### src/olist_pkg.sv
// Package for the ordered list engine: beat structs, request and status codes,
// controller states and the per-cell control struct. Depends on nothing.
package olist_pkg;

  typedef enum logic [1:0] {
    ACT_APPEND = 2'd0,
    ACT_INSERT = 2'd1,
    ACT_REMOVE = 2'd2,
    ACT_QUERY  = 2'd3
  } action_t;

  typedef enum logic [1:0] {
    STAT_OK      = 2'd0,
    STAT_BAD_POS = 2'd1,
    STAT_MISSING = 2'd2,
    STAT_FULL    = 2'd3
  } status_t;

  typedef enum logic {
    ST_IDLE = 1'b0,
    ST_EXEC = 1'b1
  } state_t;

  typedef struct packed {
    action_t     action;
    logic [4:0]  position;
    logic [31:0] value;
  } in_beat_t;

  typedef struct packed {
    status_t    status;
    logic [4:0] count;
  } out_beat_t;

  // Broadcast to every cell in the commit cycle.
  typedef struct packed {
    logic ins_en;
    logic rem_en;
  } cell_ctl_t;

endpackage

### src/ordered_list_engine_unit.sv
// Top level of the ordered list engine; depends on olist_pkg and olist_cell.
// A request beat is captured in the request register and executes in the execute state;
// its result beat is registered in the output register once no earlier result beat
// stalls there. Compare, first-match ripple and shift all happen in the execute state;
// a new request is taken only when idle; a waiting result beat alone does not block it.
// Reset (rst_n low, synchronous) empties the list and drops any pending result.
module ordered_list_engine_unit
  import olist_pkg::*;
#(
  parameter int CAPACITY  = 16,
  parameter int WORD_BITS = 32
) (
  input  logic      clk,
  input  logic      rst_n,
  input  logic      in_valid,
  output logic      in_stall,
  input  in_beat_t  in_beat,
  output logic      out_valid,
  input  logic      out_stall,
  output out_beat_t out_beat
);

  // Only the low bits of the 32-bit value field take part in storing and
  // comparing, so cells are never wider than that field.
  localparam int KW    = (WORD_BITS < 32) ? WORD_BITS : 32;
  localparam int CNT_W = $clog2(CAPACITY + 1);
  // Positions compare against the count, so the compare width covers both
  // the 5-bit position field and the count register.
  localparam int CMP_W = (CNT_W > 5) ? CNT_W : 5;
  localparam logic [CNT_W-1:0] CAP_CNT = CNT_W'(CAPACITY);

  state_t           state_r;
  state_t           state_nxt;
  in_beat_t         req_r;
  logic [CNT_W-1:0] count_r;
  logic [CNT_W-1:0] count_nxt;
  logic             out_valid_r;
  logic             out_valid_nxt;
  out_beat_t        out_beat_r;
  out_beat_t        out_beat_nxt;

  logic             commit;
  logic             full;
  logic             any_match;
  status_t          status;
  cell_ctl_t        ctl;
  logic [KW-1:0]    key;
  logic [CMP_W-1:0] req_pos;
  logic [CMP_W-1:0] cnt_cmp;
  logic [CMP_W-1:0] cell_pos;

  logic [KW-1:0]    words  [CAPACITY];
  logic             prefix [CAPACITY+1];

  assign key     = req_r.value[KW-1:0];
  assign req_pos = CMP_W'(req_r.position);
  assign cnt_cmp = CMP_W'(count_r);
  assign full    = (count_r == CAP_CNT);
  // Append is an insert at the current count.
  assign cell_pos = (req_r.action == ACT_APPEND) ? cnt_cmp : req_pos;

  // The chain of cells. Each cell sees its neighbors' words for shifting and
  // passes the running first-match flag to the cell above it.
  assign prefix[0] = 1'b0;

  for (genvar g = 0; g < CAPACITY; g++) begin : g_cell
    logic [KW-1:0] left_w;
    logic [KW-1:0] right_w;

    if (g == 0) begin : g_lo
      assign left_w = key;
    end else begin : g_lo
      assign left_w = words[g-1];
    end

    if (g == CAPACITY - 1) begin : g_hi
      assign right_w = words[g];
    end else begin : g_hi
      assign right_w = words[g+1];
    end

    olist_cell #(
      .IDX   (g),
      .KW    (KW),
      .CNT_W (CNT_W),
      .CMP_W (CMP_W)
    ) u_cell (
      .clk      (clk),
      .ctl      (ctl),
      .count_i  (count_r),
      .pos_i    (cell_pos),
      .key_i    (key),
      .left_i   (left_w),
      .right_i  (right_w),
      .prefix_i (prefix[g]),
      .prefix_o (prefix[g+1]),
      .word_o   (words[g])
    );
  end

  assign any_match = prefix[CAPACITY];

  // The request executes once the output register is free or being emptied
  // in the same cycle, so no result is ever overwritten.
  assign commit = (state_r == ST_EXEC) && (!out_valid_r || !out_stall);

  always_comb begin
    state_nxt     = state_r;
    status        = STAT_OK;
    ctl.ins_en    = 1'b0;
    ctl.rem_en    = 1'b0;
    count_nxt     = count_r;
    out_valid_nxt = out_valid_r && out_stall;
    out_beat_nxt  = out_beat_r;

    case (req_r.action)
      ACT_APPEND: begin
        status     = full ? STAT_FULL : STAT_OK;
        ctl.ins_en = commit && !full;
      end
      ACT_INSERT: begin
        // An out-of-range position wins over a full list.
        if (req_pos > cnt_cmp) begin
          status = STAT_BAD_POS;
        end else if (full) begin
          status = STAT_FULL;
        end else begin
          status     = STAT_OK;
          ctl.ins_en = commit;
        end
      end
      ACT_REMOVE: begin
        status     = any_match ? STAT_OK : STAT_MISSING;
        ctl.rem_en = commit;
      end
      ACT_QUERY: begin
        status = any_match ? STAT_OK : STAT_MISSING;
      end
      default: begin
        status = STAT_MISSING;
      end
    endcase

    if (ctl.ins_en) begin
      count_nxt = count_r + CNT_W'(1);
    end else if (ctl.rem_en && any_match) begin
      count_nxt = count_r - CNT_W'(1);
    end

    case (state_r)
      ST_IDLE: begin
        if (in_valid) begin
          state_nxt = ST_EXEC;
        end
      end
      ST_EXEC: begin
        if (commit) begin
          state_nxt            = ST_IDLE;
          out_valid_nxt        = 1'b1;
          out_beat_nxt.status  = status;
          out_beat_nxt.count   = 5'(count_nxt);
        end
      end
      default: begin
        state_nxt = ST_IDLE;
      end
    endcase
  end

  always_ff @(posedge clk) begin
    if (!rst_n) begin
      state_r     <= ST_IDLE;
      count_r     <= '0;
      out_valid_r <= 1'b0;
    end else begin
      state_r     <= state_nxt;
      count_r     <= count_nxt;
      out_valid_r <= out_valid_nxt;
    end
  end

  always_ff @(posedge clk) begin
    if (state_r == ST_IDLE && in_valid) begin
      req_r <= in_beat;
    end
    out_beat_r <= out_beat_nxt;
  end

  assign in_stall  = (state_r != ST_IDLE);
  assign out_valid = out_valid_r;
  assign out_beat  = out_beat_r;

endmodule

### src/olist_cell.sv
// One storage cell of the ordered list: holds a single entry and shifts it up
// or down with its neighbors. Depends on olist_pkg.
module olist_cell
  import olist_pkg::*;
#(
  parameter int IDX   = 0,
  parameter int KW    = 32,
  parameter int CNT_W = 5,
  parameter int CMP_W = 5
) (
  input  logic             clk,
  input  cell_ctl_t        ctl,
  input  logic [CNT_W-1:0] count_i,
  input  logic [CMP_W-1:0] pos_i,
  input  logic [KW-1:0]    key_i,
  input  logic [KW-1:0]    left_i,
  input  logic [KW-1:0]    right_i,
  input  logic             prefix_i,
  output logic             prefix_o,
  output logic [KW-1:0]    word_o
);

  localparam logic [CNT_W-1:0] IDX_CNT = CNT_W'(IDX);
  localparam logic [CMP_W-1:0] IDX_CMP = CMP_W'(IDX);

  logic [KW-1:0] word_r;
  logic [KW-1:0] word_nxt;
  logic          in_use;
  logic          hit;

  assign in_use   = IDX_CNT < count_i;
  assign hit      = in_use && (word_r == key_i);
  // The match flag ripples upward, so every cell at or after the first
  // matching entry sees it set.
  assign prefix_o = prefix_i | hit;
  assign word_o   = word_r;

  always_comb begin
    word_nxt = word_r;
    if (ctl.ins_en) begin
      if (IDX_CMP == pos_i) begin
        word_nxt = key_i;
      end else if (IDX_CMP > pos_i) begin
        word_nxt = left_i;
      end
    end else if (ctl.rem_en && prefix_o) begin
      word_nxt = right_i;
    end
  end

  always_ff @(posedge clk) begin
    word_r <= word_nxt;
  end

endmodule

### config.mk
export PLATFORM = sky130hd
export DESIGN_NAME = ordered_list_engine_unit
export DESIGN_NICKNAME = d
export VERILOG_FILES = /design/src/olist_pkg.sv /design/src/ordered_list_engine_unit.sv /design/src/olist_cell.sv
export SDC_FILE = /design/constraint.sdc
export NUM_CORES = 2
export LEC_CHECK = 0
export BUFFER_PORTS_ARGS = -buffer_cell sky130_fd_sc_hd__buf_2
export CAP_MARGIN = 40
export CORE_ASPECT_RATIO = 0.7
export CORE_UTILIZATION = 40
export CTS_CLUSTER_DIAMETER = 150
export DETAILED_ROUTE_END_ITERATION = 10
export GPL_TIMING_DRIVEN = 0
export PLACE_DENSITY_LB_ADDON = 0.15
export SYNTH_ARGS = -nofsm -noshare
export SYNTH_HDL_FRONTEND = slang
export SYNTH_HIERARCHICAL = 1
export SYNTH_SLANG_ARGS = --single-unit
### constraint.sdc
create_clock -name clk -period 6.1 [get_ports clk]
set_clock_uncertainty 0.2 [all_clocks]
set_input_delay 0.61 -clock clk [delete_from_list [all_inputs] [get_ports clk]]
set_output_delay 0.61 -clock clk [all_outputs]
set_load 0.02 [all_outputs]
Yosys cells after proc, flatten, opt, wreduce, memory -nomap -nowiden
Cells that the tools add are included.
Widths: inputs -> output; s select.
{"block": "word_totals", "ff_bits": 565, "out_inout_bits": 9, "in_bits": 43, "elab_cells": 279}
{"block": "classes", "bitwise_logic": 16, "magnitude_cmp": 33, "addsub": 2, "reduce_logical": 76, "mux": 78, "eq_ne": 50}
{"op": "$mux 32", "count": 62}
{"op": "$eq 32x32->1", "count": 16}
{"op": "$ne 3x1->1 const B", "count": 15}
{"op": "$eq 4x5->1 const A", "count": 8}
{"op": "$gt 4x5->1 const A", "count": 8}
{"op": "$lt 4x5->1 const A", "count": 8}
{"op": "$logic_and 1x1->1", "count": 36}
{"op": "$reduce_and 2->1", "count": 17}
{"op": "$reduce_bool 2->1", "count": 16}
{"op": "$eq 3x5->1 const A", "count": 4}
{"op": "$gt 3x5->1 const A", "count": 4}
{"op": "$lt 3x5->1 const A", "count": 4}
{"op": "$mux 5", "count": 3}
{"op": "$or 1x1->1", "count": 15}
{"op": "$eq 2x5->1 const A", "count": 2}
{"op": "$gt 1x5->1 const A", "count": 2}
{"op": "$gt 2x5->1 const A", "count": 2}
{"op": "$lt 1x5->1 const A", "count": 2}
{"op": "$lt 2x5->1 const A", "count": 2}
{"op": "$mux 1", "count": 7}
{"op": "$mux 2", "count": 3}
{"op": "$pmux 2 s3", "count": 1}
{"op": "$add 5x1->5 const B", "count": 1}
{"op": "$eq 1x5->1 const A", "count": 1}
{"op": "12 further kinds", "count": 16}

Logic depth before layout (Yosys ltp)
{"block": "logic_depth", "word_depth": 20, "mapped_depth": 26, "ltp_nobuf": 26}

Cells and area by module
The synthesis kept the hierarchy.
{"mod": "ordered_list_engine_unit", "instances": 1, "cells_per_inst": 133, "area_per_inst_um2": 2107.0}
{"mod": "olist_cell (g_cell[10].u_cell)", "instances": 1, "cells_per_inst": 193, "area_per_inst_um2": 2099.5}
{"mod": "olist_cell (g_cell[6].u_cell)", "instances": 1, "cells_per_inst": 198, "area_per_inst_um2": 2089.5}
{"mod": "olist_cell (g_cell[11].u_cell)", "instances": 1, "cells_per_inst": 192, "area_per_inst_um2": 2083.2}
{"mod": "olist_cell (g_cell[13].u_cell)", "instances": 1, "cells_per_inst": 191, "area_per_inst_um2": 2083.2}
{"mod": "olist_cell (g_cell[3].u_cell)", "instances": 1, "cells_per_inst": 191, "area_per_inst_um2": 2068.2}
{"mod": "olist_cell (g_cell[0].u_cell)", "instances": 1, "cells_per_inst": 191, "area_per_inst_um2": 2059.5}
{"mod": "olist_cell (g_cell[2].u_cell)", "instances": 1, "cells_per_inst": 194, "area_per_inst_um2": 2059.5}
{"mod": "olist_cell (g_cell[8].u_cell)", "instances": 1, "cells_per_inst": 192, "area_per_inst_um2": 2045.7}
{"mod": "olist_cell (g_cell[12].u_cell)", "instances": 1, "cells_per_inst": 193, "area_per_inst_um2": 2044.5}
{"mod": "olist_cell (g_cell[1].u_cell)", "instances": 1, "cells_per_inst": 192, "area_per_inst_um2": 2043.2}
{"mod": "olist_cell (g_cell[9].u_cell)", "instances": 1, "cells_per_inst": 193, "area_per_inst_um2": 2043.2}
{"mod": "olist_cell (g_cell[7].u_cell)", "instances": 1, "cells_per_inst": 200, "area_per_inst_um2": 2030.7}
{"mod": "olist_cell (g_cell[14].u_cell)", "instances": 1, "cells_per_inst": 191, "area_per_inst_um2": 2026.9}
{"mod": "3 more rows"}

Worst setup path before layout
No wires, ideal clock.
{"block": "synth_path", "kind": "register -> register", "startpoint": "reg count_r[4] (netlist: cnt_cmp[4])", "endpoint": "reg g_cell[7].u_cell.word_r[0], enable pin", "path_buffers": 0, "t_arrival_ns": 5.291, "setup_time_ns": 0.466, "period_less_slack_ns": 5.957, "setup_slack_ns": 0.143, "path_stages_with_launch": 11, "path_cell_list": "dfxtp_1 > inv_1 > ha_1 > nand3_1 > o21bai_1 > a31o_2 > nand2_1 > inv_1 > nor4_1 > or4bb_2 > o21ai_0"}
{"item": "start, declared", "line": "ordered_list_engine_unit.sv:35", "source": "logic [CNT_W-1:0] count_r;"}
{"item": "start signal, assigned", "line": "ordered_list_engine_unit.sv:177", "source": "count_r <= count_nxt;"}
{"item": "end signal, assigned", "line": "olist_cell.sv:52", "source": "word_r <= word_nxt;"}
{"item": "end, declared", "line": "olist_cell.sv:26", "source": "logic [KW-1:0] word_r;"}

==> run_results.csv <==
group,metric,value,unit
outcome,status,"complete, but fails checks",
outcome,violations,"design-rule violations",
clocking,cts_tree,"built",
placement,io_buffers,51,
layout,final_util,0.4860,
worst_setup_path,endpoint_kind,"flip-flop",
logic_synthesis,yosysWarningCount,6,
clocking,clk_pin_slew_worst_paths,0.06,ns
placement,gp_congestion,0.9774,
floorplan,die_h,249.3,um
timing,final.period_utilization,0.9938,
power_and_ir_drop,vdd_drop_max,0.2260,mV
timing,min_period,6.062,ns
worst_setup_path,r2r_cells,26,
power_and_ir_drop,p_comb_frac,0.158,
logic_synthesis,ys.flop_type,"edfxtp_1",
layout,syn_to_final_growth,20.08,%
logic_synthesis,synth_commonest_cells,"edfxtp_1, nor2_1, a21oi_1",
placement,hpwl,105.0,mm
power_and_ir_drop,internal_power,7.512,mW
min_path,min_to,"cnt_cmp[0]",
clocking,ctsRootBufferMaster,"clkbuf_16",
timing,whs,0.03939,ns
logic_synthesis,seq_area_frac_synth,0.4834,
placement,place_inst,4511,
power_and_ir_drop,power.switching,2.869,mW
timing,hold_viol,0,
clocking,cts_max_level,2,
worst_setup_path,cp_data_arrival_time,6.24,ns
power_and_ir_drop,netSwitchingFraction,0.2763,
route,wl,136.2,mm
floorplan,start_util,0.4047,
timing,setup-violations-final,0,
timing,maxSlewViolCount,0,
timing,fin_tns_setup,0,ns
worst_setup_path,reg2reg_from,"cnt_cmp[0]",
placement,post_dp_cell_area,39090,um2
min_path,holdPathStages,3,
route,drcViolationCount,8,
power_and_ir_drop,seqPwrFrac,0.447,
power_and_ir_drop,total_power,10.38,mW
timing,grt_setup_unrepaired,"no",
power_and_ir_drop,p_leak,15.58,nW
worst_setup_path,cp-start-kind,"flip-flop",
layout,finalNonFillerCells,4701,
power_and_ir_drop,p_clk_frac,0.395,
logic_synthesis,synth_area_leaders,"edfxtp_1, mux2i_1, xnor2_1, a21oi_1, nor2_1",
timing,tightest_slew,0.9585,ns
floorplan,core_area,86370,um2
timing,fin_ws,0.03768,ns
worst_setup_path,rrSetupSlack,0.04,ns
global_route,grt_pass1_vias,27300,
power_and_ir_drop,powerDensity,247.3,nW/um2
timing,max_freq,165.0,MHz
floorplan,die_x,355.3,um
timing,relSlewSlack,0.3610,
global_route,grt_pass1_wl,193.3,mm
floorplan,dieArea,88590,um2
worst_setup_path,cp.required,6.28,ns
logic_synthesis,ys_seq_elements,565,
placement,dp_slack,-0.09228,ns
logic_synthesis,synth_top_area_frac,0.4793,
floorplan,ioPinCount,52,
global_route,grt_usage,0.2989,
global_route,antenna_found_initial,5,
logic_synthesis,netlist_instances,3217,
global_route,grt_remaining_overflow,0,
clocking,clock_path_buffers,3,
min_path,hold_class,"in2reg",
logic_synthesis,synth_largest_area_cell,"edfxtp_1",
route,post_drt_wl_per_cell,28.97,um
logic_synthesis,yosysUniqueCellTypes,80,
worst_setup_path,path_class,"reg2reg",
route,drtPass1Iterations,9,
logic_synthesis,syn_area,34960,um2
run,maxCapViolCount,0,
route,viasPerCell,6.103,
layout,nets,3554,
layout,fillCellCount,7791,
clocking,cts.sinks,565,
min_path,min-delay-start,"rst_n",
route,drt_iter0_drc,4479,
layout,drive_above_1_share,0.1118,
logic_synthesis,syn_avg_cell_area,10.87,um2
worst_setup_path,r2r-end,"out_beat[2]",
clocking,clock_latency,0.68,ns
logic_synthesis,synthArstFlopShare,0,
global_route,grt_max_degree,33,
route,via_count,28690,
worst_setup_path,cp_max_fo,9,
layout,n_antenna_cell,0,
logic_synthesis,synth.most_common_cell,"edfxtp_1",
route,antenna_left,0,
layout,final_area,41980,um2
logic_synthesis,synth_edf_count,558,
clocking,cts_buffers,61,
floorplan,rows,90,
[power groups by stage]
stage | clock, mW | sequential (mW) | combinational (mW)
global route | 4.29 | 4.64 | 1.72
detailed placement | 0 | 4.76 | 1.49
CTS | 4.14 | 4.67 | 1.53
global placement | 0 | 4.94 | 1.10
floorplan | 0 | 4.72 | 0.810
finish | 4.10 | 4.64 | 1.64
[cells in the final DEF, fill, tap and decap left out, types with 40 or more instances in the layout]
master and count:
buf_4 51, nor4_1 44, buf_2 57, xor2_1 140, dlygate4sd3_1 40, mux2i_1 515
xnor2_1 364, nor2_1 545, clkbuf_16 61, nand4_1 99, buf_16 70, a21oi_1 531
edfxtp_1 558, clkbuf_1 105
[sequential cells by signal, summed over array words and instances, names as in the netlist]
register	flops
g_cell.u_cell/word_o	512
g_cell.left_w	32
out_beat	7
cnt_cmp	5
req_pos	5
req_r	2
in_stall	1
out_valid	1
[what timing repair did]
action,4_1_cts,5_1_grt
endpoints found under the setup margin,70,74
hold buffers,40,0
gates resized for setup,0,11
hold endpoints to repair,40,0
setup buffers,7,32
[kinds of logic (layout without fill, tap and decap cells)]
| logic type | Yosys count | in the layout | share of synthesized area |
|---|---|---|---|
| AND/OR/NAND/NOR | 826 | 826 | 0.1125 |
| AO/OA/AOI/OAI | 604 | 604 | 0.09231 |
| flip-flops | 565 | 565 | 0.4834 |
| multiplexers | 519 | 519 | 0.1488 |
| XOR/XNOR | 506 | 506 | 0.1268 |
| buffers and inverters | 188 | 521 | 0.03329 |
| adder cells (fa/ha/maj) | 8 | 8 | 0.002864 |
| other | 1 | 2 | 0.0001073 |
[layout make-up]
type / instances / area, um2 / share of cell area
well taps: 1150 / 1439 / 0.03428
clock inverters: 41 / 556.8 / 0.01326
clock buffers: 70 / 1560 / 0.03717
repair buffers: 222 / 3261 / 0.07768
plain buffers: 164 / 1074 / 0.02558
multi-input cells: 2465 / 17080 / 0.4069
flip-flops and latches: 565 / 16910 / 0.4029
inverters: 24 / 92.59 / 0.002206
[worst max-delay path by stage]
stage                         start                    endpoint  slack, ns  cells past startpoint
6_report                 cnt_cmp[0]                 out_beat[2]       0.04                     26
5_1_grt                  cnt_cmp[0]                 out_beat[1]      0.005                     26
4_1_cts                  cnt_cmp[3]                 out_beat[2]       0.02                     25
3_5_place_dp   g_cell[0].left_w[20]                 out_beat[2]      -0.09                     27
3_3_place_gp             cnt_cmp[4]  g_cell[7].u_cell/word_o[8]      -2.97                     10
2_1_floorplan            cnt_cmp[4]  g_cell[7].u_cell/word_o[0]       0.14                     10
[worst max-delay path, cell delays in order (launching register included)]
cell and delay (ns):
dfxtp_4 0.42, buf_16 0.18, or4_1 0.40, o211ai_1 0.20, nor4_1 0.09, a21o_1 0.23
o21bai_1 0.23, nand2b_1 0.22, o21bai_1 0.25, a21o_2 0.26, or2b_1 0.24, inv_1 0.08
nand2_1 0.07, inv_1 0.11, o41ai_2 0.11, nand2b_1 0.22, nand2b_1 0.20, nand2b_1 0.22
nand2b_1 0.22, nand2b_1 0.21, nand2b_2 0.24, a21o_2 0.22, a31o_1 0.22, and4b_1 0.27
nand2_1 0.16, o41ai_2 0.13, xnor2_1 0.17
[per-layer routing]
| metal | up-vias | global-route usage | share of wire |
|---|---|---|---|
| met3 | 217 | 0.09458 | 0.14 |
| met5 | - | 0 | 0 |
| met2 | 2002 | 0.3751 | 0.37 |
| met1 | 14170 | 0.4804 | 0.46 |
| met4 | 0 | 0.06773 | 0.021 |
| li1 | 12300 | - | - |
(Power assumes the default switching activity.)
